$ cat src/rtl/cfd_pkg.sv
package cfd_pkg;

  localparam int unsigned BYTE_W = 8;
  localparam logic [BYTE_W-1:0] CODE_DELIM = 8'h00;
  localparam logic [BYTE_W-1:0] CODE_FULL  = 8'hFF;

  typedef enum logic [1:0] {
    KIND_DATA      = 2'd0,
    KIND_END_OK    = 2'd1,
    KIND_END_TRUNC = 2'd2
  } kind_t;

  // one queued command: an optional data beat followed by an optional end beat
  typedef struct packed {
    logic              has_data;
    logic [BYTE_W-1:0] data;
    logic              has_end;
    kind_t             end_kind;
  } cmd_t;

endpackage

$ cat src/rtl/cfd_front.sv
module cfd_front (
  input  logic                         clk,
  input  logic                         rst_n,
  input  logic                         accept,
  input  logic [cfd_pkg::BYTE_W-1:0]   byte_in,
  input  logic                         last_in,
  output logic                         push,
  output cfd_pkg::cmd_t                cmd
);

  logic [cfd_pkg::BYTE_W-1:0] left_r, left_nxt, left_dec;
  logic                       zp_r, zp_nxt;
  logic                       disc_r, disc_nxt;

  always_comb begin
    push          = 1'b0;
    cmd.has_data  = 1'b0;
    cmd.data      = '0;
    cmd.has_end   = 1'b0;
    cmd.end_kind  = cfd_pkg::KIND_END_OK;
    left_nxt      = left_r;
    zp_nxt        = zp_r;
    disc_nxt      = disc_r;
    left_dec      = left_r - 8'd1;
    if (accept) begin
      if (disc_r) begin
        if (last_in) begin
          disc_nxt = 1'b0;
        end
      end else if (left_r != '0) begin
        cmd.has_data = 1'b1;
        cmd.data     = byte_in;
        left_nxt     = left_dec;
        if (last_in) begin
          cmd.has_end  = 1'b1;
          cmd.end_kind = (left_dec == '0) ? cfd_pkg::KIND_END_OK : cfd_pkg::KIND_END_TRUNC;
          left_nxt     = '0;
          zp_nxt       = 1'b0;
        end
      end else if (byte_in == cfd_pkg::CODE_DELIM) begin
        cmd.has_end  = 1'b1;
        cmd.end_kind = cfd_pkg::KIND_END_OK;
        zp_nxt       = 1'b0;
        disc_nxt     = !last_in;
      end else begin
        cmd.has_data = zp_r;
        left_nxt     = byte_in - 8'd1;
        zp_nxt       = (byte_in != cfd_pkg::CODE_FULL);
        if (last_in) begin
          cmd.has_end  = 1'b1;
          cmd.end_kind = (byte_in == 8'd1) ? cfd_pkg::KIND_END_OK : cfd_pkg::KIND_END_TRUNC;
          left_nxt     = '0;
          zp_nxt       = 1'b0;
        end
      end
      push = cmd.has_data | cmd.has_end;
    end
  end

  always_ff @(posedge clk) begin
    if (!rst_n) begin
      left_r <= '0;
      zp_r   <= 1'b0;
      disc_r <= 1'b0;
    end else begin
      left_r <= left_nxt;
      zp_r   <= zp_nxt;
      disc_r <= disc_nxt;
    end
  end

endmodule

$ cat src/rtl/cfd_queue.sv
module cfd_queue #(
  parameter int unsigned DEPTH = 4
) (
  input  logic          clk,
  input  logic          rst_n,
  input  logic          push,
  input  cfd_pkg::cmd_t push_cmd,
  output logic          ready,
  input  logic          pop,
  output logic          head_valid,
  output cfd_pkg::cmd_t head_cmd
);

  localparam int unsigned PTR_W = (DEPTH > 1) ? $clog2(DEPTH) : 1;
  localparam int unsigned CNT_W = $clog2(DEPTH + 1);

  cfd_pkg::cmd_t    mem_r [DEPTH];
  logic [PTR_W-1:0] wr_r, wr_nxt, rd_r, rd_nxt;
  logic [CNT_W-1:0] cnt_r, cnt_nxt;
  logic             do_push, do_pop;

  assign ready      = (cnt_r != CNT_W'(DEPTH));
  assign head_valid = (cnt_r != '0);
  assign head_cmd   = mem_r[rd_r];
  assign do_push    = push && ready;
  assign do_pop     = pop && head_valid;

  always_comb begin
    wr_nxt  = wr_r;
    rd_nxt  = rd_r;
    cnt_nxt = cnt_r;
    if (do_push) begin
      wr_nxt = (wr_r == PTR_W'(DEPTH - 1)) ? '0 : wr_r + 1'b1;
    end
    if (do_pop) begin
      rd_nxt = (rd_r == PTR_W'(DEPTH - 1)) ? '0 : rd_r + 1'b1;
    end
    if (do_push && !do_pop) begin
      cnt_nxt = cnt_r + 1'b1;
    end else if (do_pop && !do_push) begin
      cnt_nxt = cnt_r - 1'b1;
    end
  end

  always_ff @(posedge clk) begin
    if (do_push) begin
      mem_r[wr_r] <= push_cmd;
    end
  end

  always_ff @(posedge clk) begin
    if (!rst_n) begin
      wr_r  <= '0;
      rd_r  <= '0;
      cnt_r <= '0;
    end else begin
      wr_r  <= wr_nxt;
      rd_r  <= rd_nxt;
      cnt_r <= cnt_nxt;
    end
  end

endmodule

$ cat src/rtl/cfd_back.sv
module cfd_back (
  input  logic                         clk,
  input  logic                         rst_n,
  input  logic                         head_valid,
  input  cfd_pkg::cmd_t                head_cmd,
  output logic                         pop,
  output logic                         out_valid,
  input  logic                         out_ready,
  output logic [cfd_pkg::BYTE_W-1:0]   out_byte,
  output cfd_pkg::kind_t               out_kind,
  output logic                         out_last
);

  cfd_pkg::cmd_t              cur_r, cur_nxt, src, rest;
  logic                       cur_v_r, cur_v_nxt;
  logic                       src_v, load;
  logic                       ov_r, ov_nxt;
  logic [cfd_pkg::BYTE_W-1:0] ob_r, ob_nxt;
  cfd_pkg::kind_t             ok_r, ok_nxt;
  logic                       ol_r, ol_nxt;

  assign src   = cur_v_r ? cur_r : head_cmd;
  assign src_v = cur_v_r || head_valid;
  assign load  = !ov_r || out_ready;
  assign pop   = load && !cur_v_r && head_valid;

  always_comb begin
    rest          = src;
    rest.has_data = 1'b0;
    cur_nxt       = cur_r;
    cur_v_nxt     = cur_v_r;
    ov_nxt        = ov_r && !out_ready;
    ob_nxt        = ob_r;
    ok_nxt        = ok_r;
    ol_nxt        = ol_r;
    if (load && src_v) begin
      ov_nxt = 1'b1;
      if (src.has_data) begin
        ob_nxt    = src.data;
        ok_nxt    = cfd_pkg::KIND_DATA;
        ol_nxt    = 1'b0;
        cur_v_nxt = src.has_end;
        cur_nxt   = rest;
      end else begin
        ob_nxt    = '0;
        ok_nxt    = src.end_kind;
        ol_nxt    = 1'b1;
        cur_v_nxt = 1'b0;
      end
    end
  end

  always_ff @(posedge clk) begin
    cur_r <= cur_nxt;
    ob_r  <= ob_nxt;
    ok_r  <= ok_nxt;
    ol_r  <= ol_nxt;
  end

  always_ff @(posedge clk) begin
    if (!rst_n) begin
      cur_v_r <= 1'b0;
      ov_r    <= 1'b0;
    end else begin
      cur_v_r <= cur_v_nxt;
      ov_r    <= ov_nxt;
    end
  end

  assign out_valid = ov_r;
  assign out_byte  = ob_r;
  assign out_kind  = ok_r;
  assign out_last  = ol_r;

endmodule

$ cat src/rtl/cobs_frame_decoder.sv
// COBS frame decoder.
// in_*  : one encoded byte per beat; in_tlast marks the last byte of the buffer.
// out_* : decoded beats. out_tuser = 0 for a data byte, 1 for a correct frame
//         end, 2 for a truncated frame end (consumer drops that frame's data).
//         End beats carry out_tlast = 1 and out_tdata = 0.
// Each input byte yields zero, one or two output beats (data, then end).
// The first beat of an input byte is registered in the command queue and then
// in the output register before it is offered on out_*.
// Throughput: one input byte per cycle; output one beat per cycle while
// out_tready is high, so a byte that closes a frame after data takes two
// output beats. Bytes with no result (group codes without pending zero,
// bytes after a delimiter) cost no output slot. The front keeps accepting
// while the queue (QUEUE_DEPTH commands) has room; in_tready drops only when full.
// Reset: decoder state cleared (expects a code byte), queue and output empty.
// Receiver stall: the output beat holds; the queue absorbs new bytes, then
// in_tready falls.
module cobs_frame_decoder #(
  parameter int unsigned QUEUE_DEPTH = 4
) (
  input  logic       clk,
  input  logic       rst_n,
  input  logic       in_tvalid,
  output logic       in_tready,
  input  logic [7:0] in_tdata,   // [7:0] in_byte
  input  logic       in_tlast,
  output logic       out_tvalid,
  input  logic       out_tready,
  output logic [7:0] out_tdata,  // [7:0] out_byte
  output logic [1:0] out_tuser,  // [1:0] out_kind
  output logic       out_tlast
);

  logic           accept, push, q_ready, pop, head_valid;
  cfd_pkg::cmd_t  push_cmd, head_cmd;
  cfd_pkg::kind_t out_kind;

  assign in_tready = q_ready;
  assign accept    = in_tvalid && q_ready;

  cfd_front u_front (
    .clk     (clk),
    .rst_n   (rst_n),
    .accept  (accept),
    .byte_in (in_tdata),
    .last_in (in_tlast),
    .push    (push),
    .cmd     (push_cmd)
  );

  cfd_queue #(
    .DEPTH (QUEUE_DEPTH)
  ) u_queue (
    .clk        (clk),
    .rst_n      (rst_n),
    .push       (push),
    .push_cmd   (push_cmd),
    .ready      (q_ready),
    .pop        (pop),
    .head_valid (head_valid),
    .head_cmd   (head_cmd)
  );

  cfd_back u_back (
    .clk        (clk),
    .rst_n      (rst_n),
    .head_valid (head_valid),
    .head_cmd   (head_cmd),
    .pop        (pop),
    .out_valid  (out_tvalid),
    .out_ready  (out_tready),
    .out_byte   (out_tdata),
    .out_kind   (out_kind),
    .out_last   (out_tlast)
  );

  assign out_tuser = out_kind;

`ifndef SYNTHESIS
  a_last_kind : assert property (@(posedge clk) disable iff (!rst_n)
    out_tvalid |-> (out_tlast == (out_kind != cfd_pkg::KIND_DATA)))
    else $error("tlast does not match beat kind");

  a_end_zero : assert property (@(posedge clk) disable iff (!rst_n)
    (out_tvalid && out_tlast) |-> (out_tdata == 8'd0))
    else $error("end beat carries nonzero data");

  a_push_room : assert property (@(posedge clk) disable iff (!rst_n)
    push |-> q_ready)
    else $error("command pushed into full queue");

  a_pop_load : assert property (@(posedge clk) disable iff (!rst_n)
    pop |=> out_tvalid)
    else $error("command popped without loading an output beat");
`endif

endmodule

$ cat config.mk
export PLATFORM = sky130hd
export DESIGN_NAME = cobs_frame_decoder
export DESIGN_NICKNAME = d
export VERILOG_FILES = /design/src/rtl/cfd_pkg.sv /design/src/rtl/cfd_front.sv /design/src/rtl/cfd_queue.sv /design/src/rtl/cfd_back.sv /design/src/rtl/cobs_frame_decoder.sv
export SDC_FILE = /design/constraint.sdc
export NUM_CORES = 1
export LEC_CHECK = 0
export BUFFER_PORTS_ARGS = -buffer_cell sky130_fd_sc_hd__buf_2
export CAP_MARGIN = 15
export CORE_UTILIZATION = 55
export DETAILED_ROUTE_END_ITERATION = 6
export PLACE_DENSITY = 0.74
export SLEW_MARGIN = 20
export SYNTH_ARGS = -nofsm -noshare
export SYNTH_HDL_FRONTEND = slang
export SYNTH_SLANG_ARGS = --single-unit
$ cat constraint.sdc
create_clock -name clk -period 2.8 [get_ports clk]
set_input_delay 0.42 -clock clk [delete_from_list [all_inputs] [get_ports clk]]
set_output_delay 0.42 -clock clk [all_outputs]
set_load 0.1 [all_outputs]
* After elaboration in Yosys (flattened, before gate mapping)
Memories as Yosys holds them, arrays and structs flattened. A register that Yosys moved wholly into a read port is not among the register bits.
Cells that the tools add are included.
** Cells by class
- Add/subtract/negate cells :: 6
- Eq/ne operators :: 7
- Mux-type cells :: 37
- Bitwise logic cells :: 2
- Reduce and logical (&&, ||, !) cells :: 25
** Operators by type and width (number)
- two-way mux 12 bit :: 4
- two-way mux 8 bit :: 5
- two-way mux 3 bit :: 6
- zero test 8 bit :: 2
- two-way mux 1 bit :: 16
- subtractor 8 x 1 -> 8 bit, second input constant :: 2
- two-way mux 2 bit :: 6
- logical AND 1 bit :: 9
- equality test 8 x 1 -> 1 bit, second input constant :: 1
- inequality test 8 bit, second input constant :: 1
- nonzero test 8 bit :: 1
- zero test 1 bit :: 6
- AND reduction 3 bit :: 2
- adder 2 x 1 -> 2 bit, second input constant :: 2
- equality test 2 bit, second input constant :: 2
- adder 3 x 1 -> 3 bit, second input constant :: 1
- inequality test 3 bit, second input constant :: 1
- nonzero test 3 bit :: 1
- subtractor 3 x 1 -> 3 bit, second input constant :: 1
- logical OR 1 bit :: 2
- inequality test 2 x 1 -> 1 bit, second input constant :: 1
- inequality test 2 bit, second input constant :: 1
- AND reduction 2 bit :: 1
- nonzero test 2 bit :: 1
- other kinds (2) :: 2
** Storage, ports and cells
- Bits in registers :: 41
- Bits in writable memories :: 48
- Input bits :: 13
- Output and inout port bits :: 13
- Word-level logic and storage cells :: 92
- Memories :: 1
** Memory list
- u_queue.mem_r :: words 4, bits a word 12, read ports 1, clocked after Yosys merged registers in 1, write ports 1, RTL line cfd_queue.sv:17 : cfd_pkg::cmd_t mem_r [DEPTH];

* Depth between registers and ports, before layout
Gate-level depths: netlist of the first run.
- Depth in word-level cells :: 14
- Depth in mapped cells :: 11

* Cells and area by module
From an unflattened synthesis of the first run, not the netlist that was laid out.
** Unflattened totals
- Cells, all modules :: 291
- Area total of the unflattened synthesis :: 3861.2 um^2
** Modules (own cells, without submodules)
- cfd_queue :: instances 1, cells an instance 113, area an instance 2208.4 um^2, sequential area each 1621.6 um^2
- cfd_front :: instances 1, cells an instance 136, area an instance 1002.2 um^2, sequential area each 200.2 um^2
- cfd_back :: instances 1, cells an instance 41, area an instance 644.4 um^2, sequential area each 430.4 um^2
- cobs_frame_decoder :: instances 1, cells an instance 1, area an instance 6.3 um^2, sequential area each 0.0 um^2

* Worst setup path before layout of the first run
No wires, ideal clock.
- Path type :: reg-to-reg
- Start :: register u_queue.cnt_r[0]
- End :: register u_queue.cnt_r[2]
- Arrival :: 2736 ps
- Slack :: -7 ps
- Stages on the path, launching flop included :: 11
- Buffers on the path :: 1
- Clock period less this slack :: 2807 ps
- Cells stage by stage :: dfxtp_1 > or3b_1 > buf_2 > nand3b_1 > a31oi_4 > ha_1 > inv_1 > fa_1 > xor2_1 > or3_1 > a21oi_1
** Between the ends
- Longest elaborated chain between the ends :: 7
** RTL lines
- start, declared :: RTL line cfd_queue.sv:19 : logic [CNT_W-1:0] cnt_r, cnt_nxt;
- start signal, assigned :: RTL line cfd_queue.sv:59 : cnt_r <= cnt_nxt;
- inequality test 3 bit (*) :: RTL line cfd_queue.sv:22 : assign ready = (cnt_r != CNT_W'(DEPTH));
- via in_tready :: RTL line cobs_frame_decoder.sv:23 : output logic in_tready,
- logical AND 1 bit :: RTL line cobs_frame_decoder.sv:38 : assign accept = in_tvalid && q_ready;
- two-way mux 1 bit :: RTL line cfd_front.sv:25 : if (accept) begin
- logical AND 1 bit (*) :: RTL line cfd_queue.sv:25 : assign do_push = push && ready;
- via u_queue.do_push :: RTL line cfd_queue.sv:20 : logic do_push, do_pop;
- zero test 1 bit :: RTL line cfd_queue.sv:40 : end else if (do_pop && !do_push) begin
- logical AND 1 bit :: RTL line cfd_queue.sv:40
- nonzero test 2 bit (no source line)
Mark *: on every way through the listed nets, which the timed path passes. The rest lies on a longest branch. The select of a mux whose other input is x is not followed.
A chain may end at the register's enable or synchronous reset.

* Final worst setup path of the first run
- Start :: register u_front.left_r[0] (netlist bit)
- End :: register u_queue.cnt_r[2]
** Between the ends
- Longest elaborated chain between the ends :: 10
** RTL lines
- start, declared :: RTL line cfd_front.sv:11 : logic [cfd_pkg::BYTE_W-1:0] left_r, left_nxt, left_dec;
- start signal, assigned :: RTL line cfd_front.sv:66 : left_r <= left_nxt;
- nonzero test 8 bit (*) :: RTL line cfd_front.sv:30 : end else if (left_r != '0) begin
- two-way mux 1 bit or two-way mux 3 bit (tied branches) :: RTL line cfd_front.sv:30
- two-way mux 12 bit (*) :: RTL line cfd_front.sv:26 : if (disc_r) begin
- two-way mux 12 bit (*) :: RTL line cfd_front.sv:25
- bitwise OR 1 bit (*) :: RTL line cfd_front.sv:56 : push = cmd.has_data | cmd.has_end;
- two-way mux 1 bit (*) :: RTL line cfd_front.sv:25
- logical AND 1 bit (*) :: RTL line cfd_queue.sv:25
- via u_queue.do_push :: RTL line cfd_queue.sv:20
- zero test 1 bit :: RTL line cfd_queue.sv:40
- logical AND 1 bit :: RTL line cfd_queue.sv:40
- nonzero test 2 bit (no source line)
Marked as above.

==> flow_summary.json, run 1 <==
{
  "timing.slew.headroom": 0.418,
  "first_pass_grt_wire_length_um": 11300,
  "worst_setup_path_end_kind": "flip-flop",
  "run_status": "complete, no violations",
  "dpl-instance-area_mm2": 0.00412,
  "fillerInstances": 491,
  "maximum_number_of_pins_on_one_net_before_global_route_repair": 16,
  "synth-async-reset-ratio": 0,
  "wl_per_cell_um": 16.5,
  "total_leakage_power_nw": 1.54,
  "maxClockFrequency_ghz": 0.378,
  "layout.nets": 343,
  "vias": 2320,
  "gpl.final_weighted_congestion": 0.893,
  "cts_hold_buf": 0,
  "setup.worst_path.start_class": "flip-flop",
  "pin_count": 26,
  "die_area_mm2": 0.00738,
  "p_total_mw": 4.65,
  "grt_setup_unrepaired": "no",
  "synth_warnings": 0,
  "final_max_slew_viol_count": 0,
  "finalSetupViolations": 0,
  "die-width_um": 85.9,
  "grt_pass1_vias": 2341,
  "critical_path.max_fanout": 6,
  "dr.first_iter.drc_count": 117,
  "cp_data_required_time_ps": 3080,
  "synth.top_cells.by_count": "sky130_fd_sc_hd__edfxtp_1 (62), sky130_fd_sc_hd__dfxtp_1 (21), sky130_fd_sc_hd__nor2_1 (21)",
  "post_synth_inst_count": 283,
  "number_of_buffers_inserted_by_post_cts_setup_repair": 0,
  "grt_remaining_overflow": 0,
  "initial_antenna_violation_count": 0,
  "post_synth_edffs": 62,
  "placement.io_buffers": 25,
  "clock-skew-final_ps": 11.0,
  "power-per-cell-area_mw_per_mm2": 1080,
  "worst_ir_drop_vdd_mv": 0.410,
  "timing_hold_violations_final": 0,
  "die_y_um": 85.9,
  "floorplan.rows": 30,
  "via_per_inst": 5.56,
  "routed_antenna_nets": 0,
  "postSynthRegisterBits": 83,
  "clockRootBuffer": "sky130_fd_sc_hd__clkbuf_8",
  "insertion_delay_ps": 350,
  "grt.total_usage": 0.206,
  "syn_area_mm2": 0.00387,
  "cts-resized-gates": 0,
  "count_of_tritonroute_iterations_in_the_first_routing_pass": 4,
  "tritoncts": "yes",
  "ys_dominant_reg_cell": "sky130_fd_sc_hd__edfxtp_1",
  "design.core.area_mm2": 0.00679,
  "tightestPinTransition_ps": 870,
  "dp_hpwl_um": 5030,
  "timing_worst_setup_path_type": "reg2reg",
  "syn_nets": 310,
  "yosys.area.top_type": "sky130_fd_sc_hd__edfxtp_1",
  "numClockSinks": 83,
  "drv.max_cap_violation_count": 0,
  "h-tree-depth": 3,
  "share_of_final_layout_standard_cells_stronger_than_drive_strength_1": 0.240,
  "drt_drc_violations_left": 0,
  "critPathArrivalTime_ps": 2920,
  "setup_total_negative_slack_ps": 0,
  "final.min_clock_period_ps": 2640,
  "period_utilization_post_route": 0.944,
  "cts_buffer_depth": 2,
  "holdCritPathClass": "in2reg",
  "synth_area_leaders": "sky130_fd_sc_hd__edfxtp_1 (48%), sky130_fd_sc_hd__dfxtp_1 (11%), sky130_fd_sc_hd__mux4_2 (7.0%)",
  "yosysUniqueCellTypes": 59,
  "synth_largest_type_area_fraction": 0.481,
  "postRouteWirelength_um": 6880,
  "n_antenna_cell": 0,
  "area_delta_synth_final_pct": 11.6,
  "synth_most_common_cell": "sky130_fd_sc_hd__edfxtp_1",
  "finalInstanceArea_mm2": 0.00432,
  "cts.reportedPaths.clkPinSlew_ps": 90,
  "mapped_avg_cell_area_um2": 13.7,
  "initial_utilization": 0.570,
  "cts_buffers": 9,
  "synth_seq_area_share": 0.590
}
metal layers:
layer	global-route usage	routed length, um
met1	0.256	3100
met2	0.341	3360
met3	0.0404	219
met4	0.108	197
met5	0	0
registers in the layout, summed over array words and instances, names as in the netlist, named ones only:
signal and cells:
u_queue.mem_r 48, u_back.out_byte 8, u_front.left_r 8, u_back.cur_r 3
u_queue.cnt_r 3, u_back.out_kind 2, u_queue.rd_r 2, u_queue.wr_r 2
u_back.cur_v_r 1, u_back.out_last 1, u_back.out_valid 1, u_front.disc_r 1
u_front.zp_r 1
cell families (layout without fill, tap and decap cells):
| logic type | count (synthesis) | in the layout | share of synthesized area |
|---|---|---|---|
| adders and majority gates | 14 | 14 | 0.0472 |
| AOI/OAI and AO/OA | 41 | 41 | 0.0808 |
| DFF | 83 | 83 | 0.590 |
| muxes | 20 | 20 | 0.0915 |
| buffers and inverters | 21 | 59 | 0.0233 |
| xor gates and xnor gates | 10 | 10 | 0.0226 |
| and+or+nand+nor | 94 | 94 | 0.145 |
worst paths after layout:
check	cells past startpoint	from	end	slack [ps]
worst max register to register	11	u_front.left_r[0]$_SDFFE_PN0P_	u_queue.cnt_r[2]$_SDFFE_PN0P_	160
worst max-delay path	11	u_front.left_r[0]$_SDFFE_PN0P_	u_queue.cnt_r[2]$_SDFFE_PN0P_	160
worst min-delay path	2	in_tvalid	u_front.disc_r$_SDFFE_PN0P_	310
worst min register to register	2	u_front.zp_r$_SDFFE_PN0P_	u_front.zp_r$_SDFFE_PN0P_	490
power breakdown:
part	leakage, nW	total, mW	internal, mW	switching [mW]
sequential	0.756	1.85	1.69	0.159
clock	0.0977	0.848	0.408	0.439
combinational	0.684	1.95	0.609	1.34
cells in the final DEF, fill, tap and decap left out, drive strengths merged, types with 9 or more instances in the layout:
| cell | count |
|---|---|
| inv | 14 |
| dfxtp | 21 |
| edfxtp | 62 |
| and2 | 15 |
| clkbuf | 11 |
| nand2 | 11 |
| a21oi | 12 |
| mux4 | 12 |
| nor3 | 9 |
| buf | 31 |
| ha | 13 |
| nor2 | 22 |
critical path, cell delays in order (launching register included):
cell	delay, ps
sky130_fd_sc_hd__dfxtp_1	370
sky130_fd_sc_hd__inv_1	120
sky130_fd_sc_hd__ha_1	220
sky130_fd_sc_hd__or4b_4	510
sky130_fd_sc_hd__nor3_4	220
sky130_fd_sc_hd__a31oi_4	130
sky130_fd_sc_hd__ha_1	220
sky130_fd_sc_hd__inv_1	80
sky130_fd_sc_hd__fa_1	180
sky130_fd_sc_hd__xor2_1	70
sky130_fd_sc_hd__or3_1	310
sky130_fd_sc_hd__a21oi_1	140
area by class of cell:
type / count / area (um^2) / share of cell area
clock inverter: 5 / 41.3 / 0.00956
inverter: 12 / 45.0 / 0.0104
clock buffer: 11 / 163 / 0.0377
sequential: 83 / 2280 / 0.528
tap: 96 / 120 / 0.0278
multi-input combinational: 179 / 1500 / 0.347
timing repair buffer: 31 / 170 / 0.0394
through the flow:
| step | hold slack, ps | utilization | worst slack (ps) | std cells |
|---|---|---|---|---|
| after global routing | 315 | 0.636 | 1.99 | 417 |
| after global placement | 456 | 0.606 | 179 | 401 |
| after floorplan | 445 | - | 137 | 283 |
| after detailed placement | 479 | 0.606 | 118 | 401 |
| after CTS | 297 | 0.636 | 147 | 417 |
| final | 313 | 0.636 | 158 | 417 |
(Power assumes the default switching activity.)
==> run 2, diff against run 1 <==
--- a/config.mk
+++ b/config.mk
@@ -7,9 +7,10 @@
 export LEC_CHECK = 0
 export BUFFER_PORTS_ARGS = -buffer_cell sky130_fd_sc_hd__buf_2
 export CAP_MARGIN = 15
-export CORE_UTILIZATION = 55
+export CORE_ASPECT_RATIO = 2
+export CORE_MARGIN = 2
+export CORE_UTILIZATION = 40
 export DETAILED_ROUTE_END_ITERATION = 6
-export PLACE_DENSITY = 0.74
 export SLEW_MARGIN = 20
 export SYNTH_ARGS = -nofsm -noshare
 export SYNTH_HDL_FRONTEND = slang
==> flow_summary.json, run 2 (synthesis results as in run 1) <==
{
  "non_filler_instance_count_after_layout": 429,
  "tritoncts": "yes",
  "pin_count": 26,
  "setup.worst_path.start_class": "flip-flop",
  "timing.slew.headroom": 0.401,
  "setup_total_negative_slack_ps": 0,
  "critical_path.max_fanout": 6,
  "clockRootBuffer": "sky130_fd_sc_hd__clkbuf_16",
  "layout.nets": 347,
  "run_status": "complete, no violations",
  "placed_cells": 413,
  "sequentialPowerShare": 0.359,
  "h-tree-depth": 3,
  "pwr-share-clk": 0.240,
  "drv.max_cap_violation_count": 0,
  "timing_worst_setup_path_type": "reg2reg",
  "n_antenna_cell": 0,
  "combinationalPowerShare": 0.401,
  "tightestPinTransition_ps": 876,
  "via_per_inst": 5.48,
  "most-common-layout-cells": "sky130_fd_sc_hd__edfxtp_1 (62), sky130_fd_sc_hd__buf_2 (25), sky130_fd_sc_hd__nor2_1 (21), sky130_fd_sc_hd__dfxtp_1 (21), sky130_fd_sc_hd__and2_1 (15)",
  "first_pass_grt_wire_length_um": 12700,
  "finalSetupViolations": 0,
  "critPathArrivalTime_ps": 2850,
  "maximum_number_of_pins_on_one_net_before_global_route_repair": 16,
  "worst_setup_path_end_kind": "flip-flop",
  "cts_hold_buf": 0,
  "grt.total_usage": 0.166,
  "share_of_final_layout_standard_cells_stronger_than_drive_strength_1": 0.237,
  "power.switching_fraction": 0.388,
  "regMostFlops": "u_queue.mem_r",
  "worst_ir_drop_vdd_mv": 0.461,
  "placement.io_buffers": 25,
  "total_leakage_power_nw": 1.61,
  "power-per-cell-area_mw_per_mm2": 1130,
  "hold_slack_ps": 353,
  "grt_pass1_vias": 2517,
  "initial_utilization": 0.412,
  "cp_data_required_time_ps": 3050,
  "insertion_delay_ps": 330,
  "initial_antenna_violation_count": 0,
  "wl_per_cell_um": 18.1,
  "power.internal_mw": 3.09,
  "floorplan.rows": 50,
  "grt_setup_unrepaired": "no",
  "final.min_clock_period_ps": 2590,
  "design.core.area_mm2": 0.00938,
  "grt_remaining_overflow": 0,
  "flip_flop_count_of_the_largest_register_after_layout": 48,
  "mostFrequentLayoutCell": "sky130_fd_sc_hd__edfxtp_1",
  "numClockSinks": 83,
  "drt_drc_violations_left": 0,
  "routed_antenna_nets": 0,
  "die_y_um": 143,
  "final_max_slew_viol_count": 0,
  "die-width_um": 73.6,
  "cts_buffers": 9,
  "dr.first_iter.drc_count": 106,
  "clock-skew-final_ps": 4.65,
  "post_layout_util": 0.476,
  "vias": 2351,
  "die_area_mm2": 0.0105,
  "holdCritPathClass": "in2reg",
  "cts_buffer_depth": 2,
  "p_total_mw": 5.06,
  "cts-resized-gates": 0,
  "period_utilization_post_route": 0.926,
  "cts.reportedPaths.clkPinSlew_ps": 60,
  "maxClockFrequency_ghz": 0.386,
  "postRouteWirelength_um": 7750,
  "p_sw_mw": 1.96,
  "dp_hpwl_um": 5910,
  "count_of_tritonroute_iterations_in_the_first_routing_pass": 4,
  "gpl.final_weighted_congestion": 0.891,
  "area_delta_synth_final_pct": 15.4,
  "number_of_buffers_inserted_by_post_cts_setup_repair": 0,
  "timing_hold_violations_final": 0
}
run 2: cell count changes in the layout (fill, tap and decap cells not counted), sizes merged:
cell	previous run	this run
buf	31	35
clkinv	1	4
bufinv	0	2
clkinvlp	2	0
inv	14	12
clkbuf	11	10
run 2: final timing paths:
check                                 startpoint                             to  slack [ps]  depth (start not counted)
setup / recovery  u_front.left_r[0]$_SDFFE_PN0P_  u_queue.cnt_r[2]$_SDFFE_PN0P_         210                         11
hold / removal                         in_tvalid    u_front.disc_r$_SDFFE_PN0P_         350                          2
setup reg to reg  u_front.left_r[0]$_SDFFE_PN0P_  u_queue.cnt_r[2]$_SDFFE_PN0P_         210                         11
hold reg to reg        u_front.zp_r$_SDFFE_PN0P_      u_front.zp_r$_SDFFE_PN0P_         470                          2
run 2: worst max-delay path, cell delays in order (launching register included):
cell and delay (ps):
sky130_fd_sc_hd__dfxtp_1 410, sky130_fd_sc_hd__inv_1 110, sky130_fd_sc_hd__ha_1 240, sky130_fd_sc_hd__or4b_4 240
sky130_fd_sc_hd__nor3_4 50, sky130_fd_sc_hd__a31oi_4 210, sky130_fd_sc_hd__ha_1 210, sky130_fd_sc_hd__inv_1 60
sky130_fd_sc_hd__fa_1 370, sky130_fd_sc_hd__xor2_1 180, sky130_fd_sc_hd__or3_1 310, sky130_fd_sc_hd__a21oi_1 130
run 2: area by class of cell:
class	instances	area, um^2
Sequential cell	83	2280
Multi-Input combinational cell	179	1500
Timing Repair Buffer	35	200
Tap cell	104	130
Clock buffer	10	229
Clock inverter	6	80.1
Inverter	12	45.0
Fill cell	854	4920
run 2: through the flow:
| step | cell area (um^2) | worst slack (ps) |
|---|---|---|
| floorplan | 3870 | 137 |
| global placement | 4160 | 241 |
| detailed placement | 4160 | 184 |
| CTS | 4460 | 220 |
| global route | 4460 | 50.4 |
| finish | 4460 | 206 |
run 2: per-layer routing:
| metal | share of wire | up-vias | global-route usage |
|---|---|---|---|
| met1 | 0.34 | 1131 | 0.156 |
| met5 | 0 | - | 0 |
| met3 | 0.022 | 25 | 0.0282 |
| met2 | 0.58 | 50 | 0.307 |
| met4 | 0.059 | 0 | 0.116 |
| li1 | - | 1145 | - |
run 2: power by group through the flow:
| stage | sequential (mW) | clock, mW | combinational (mW) |
|---|---|---|---|
| 2_1_floorplan | 2.46 | 0 | 1.01 |
| 3_3_place_gp | 1.84 | 0 | 2.04 |
| 3_5_place_dp | 1.85 | 0 | 2.05 |
| 6_report | 1.82 | 1.21 | 2.03 |
| 4_1_cts | 1.82 | 1.25 | 2.06 |
| 5_1_grt | 1.85 | 1.29 | 2.20 |
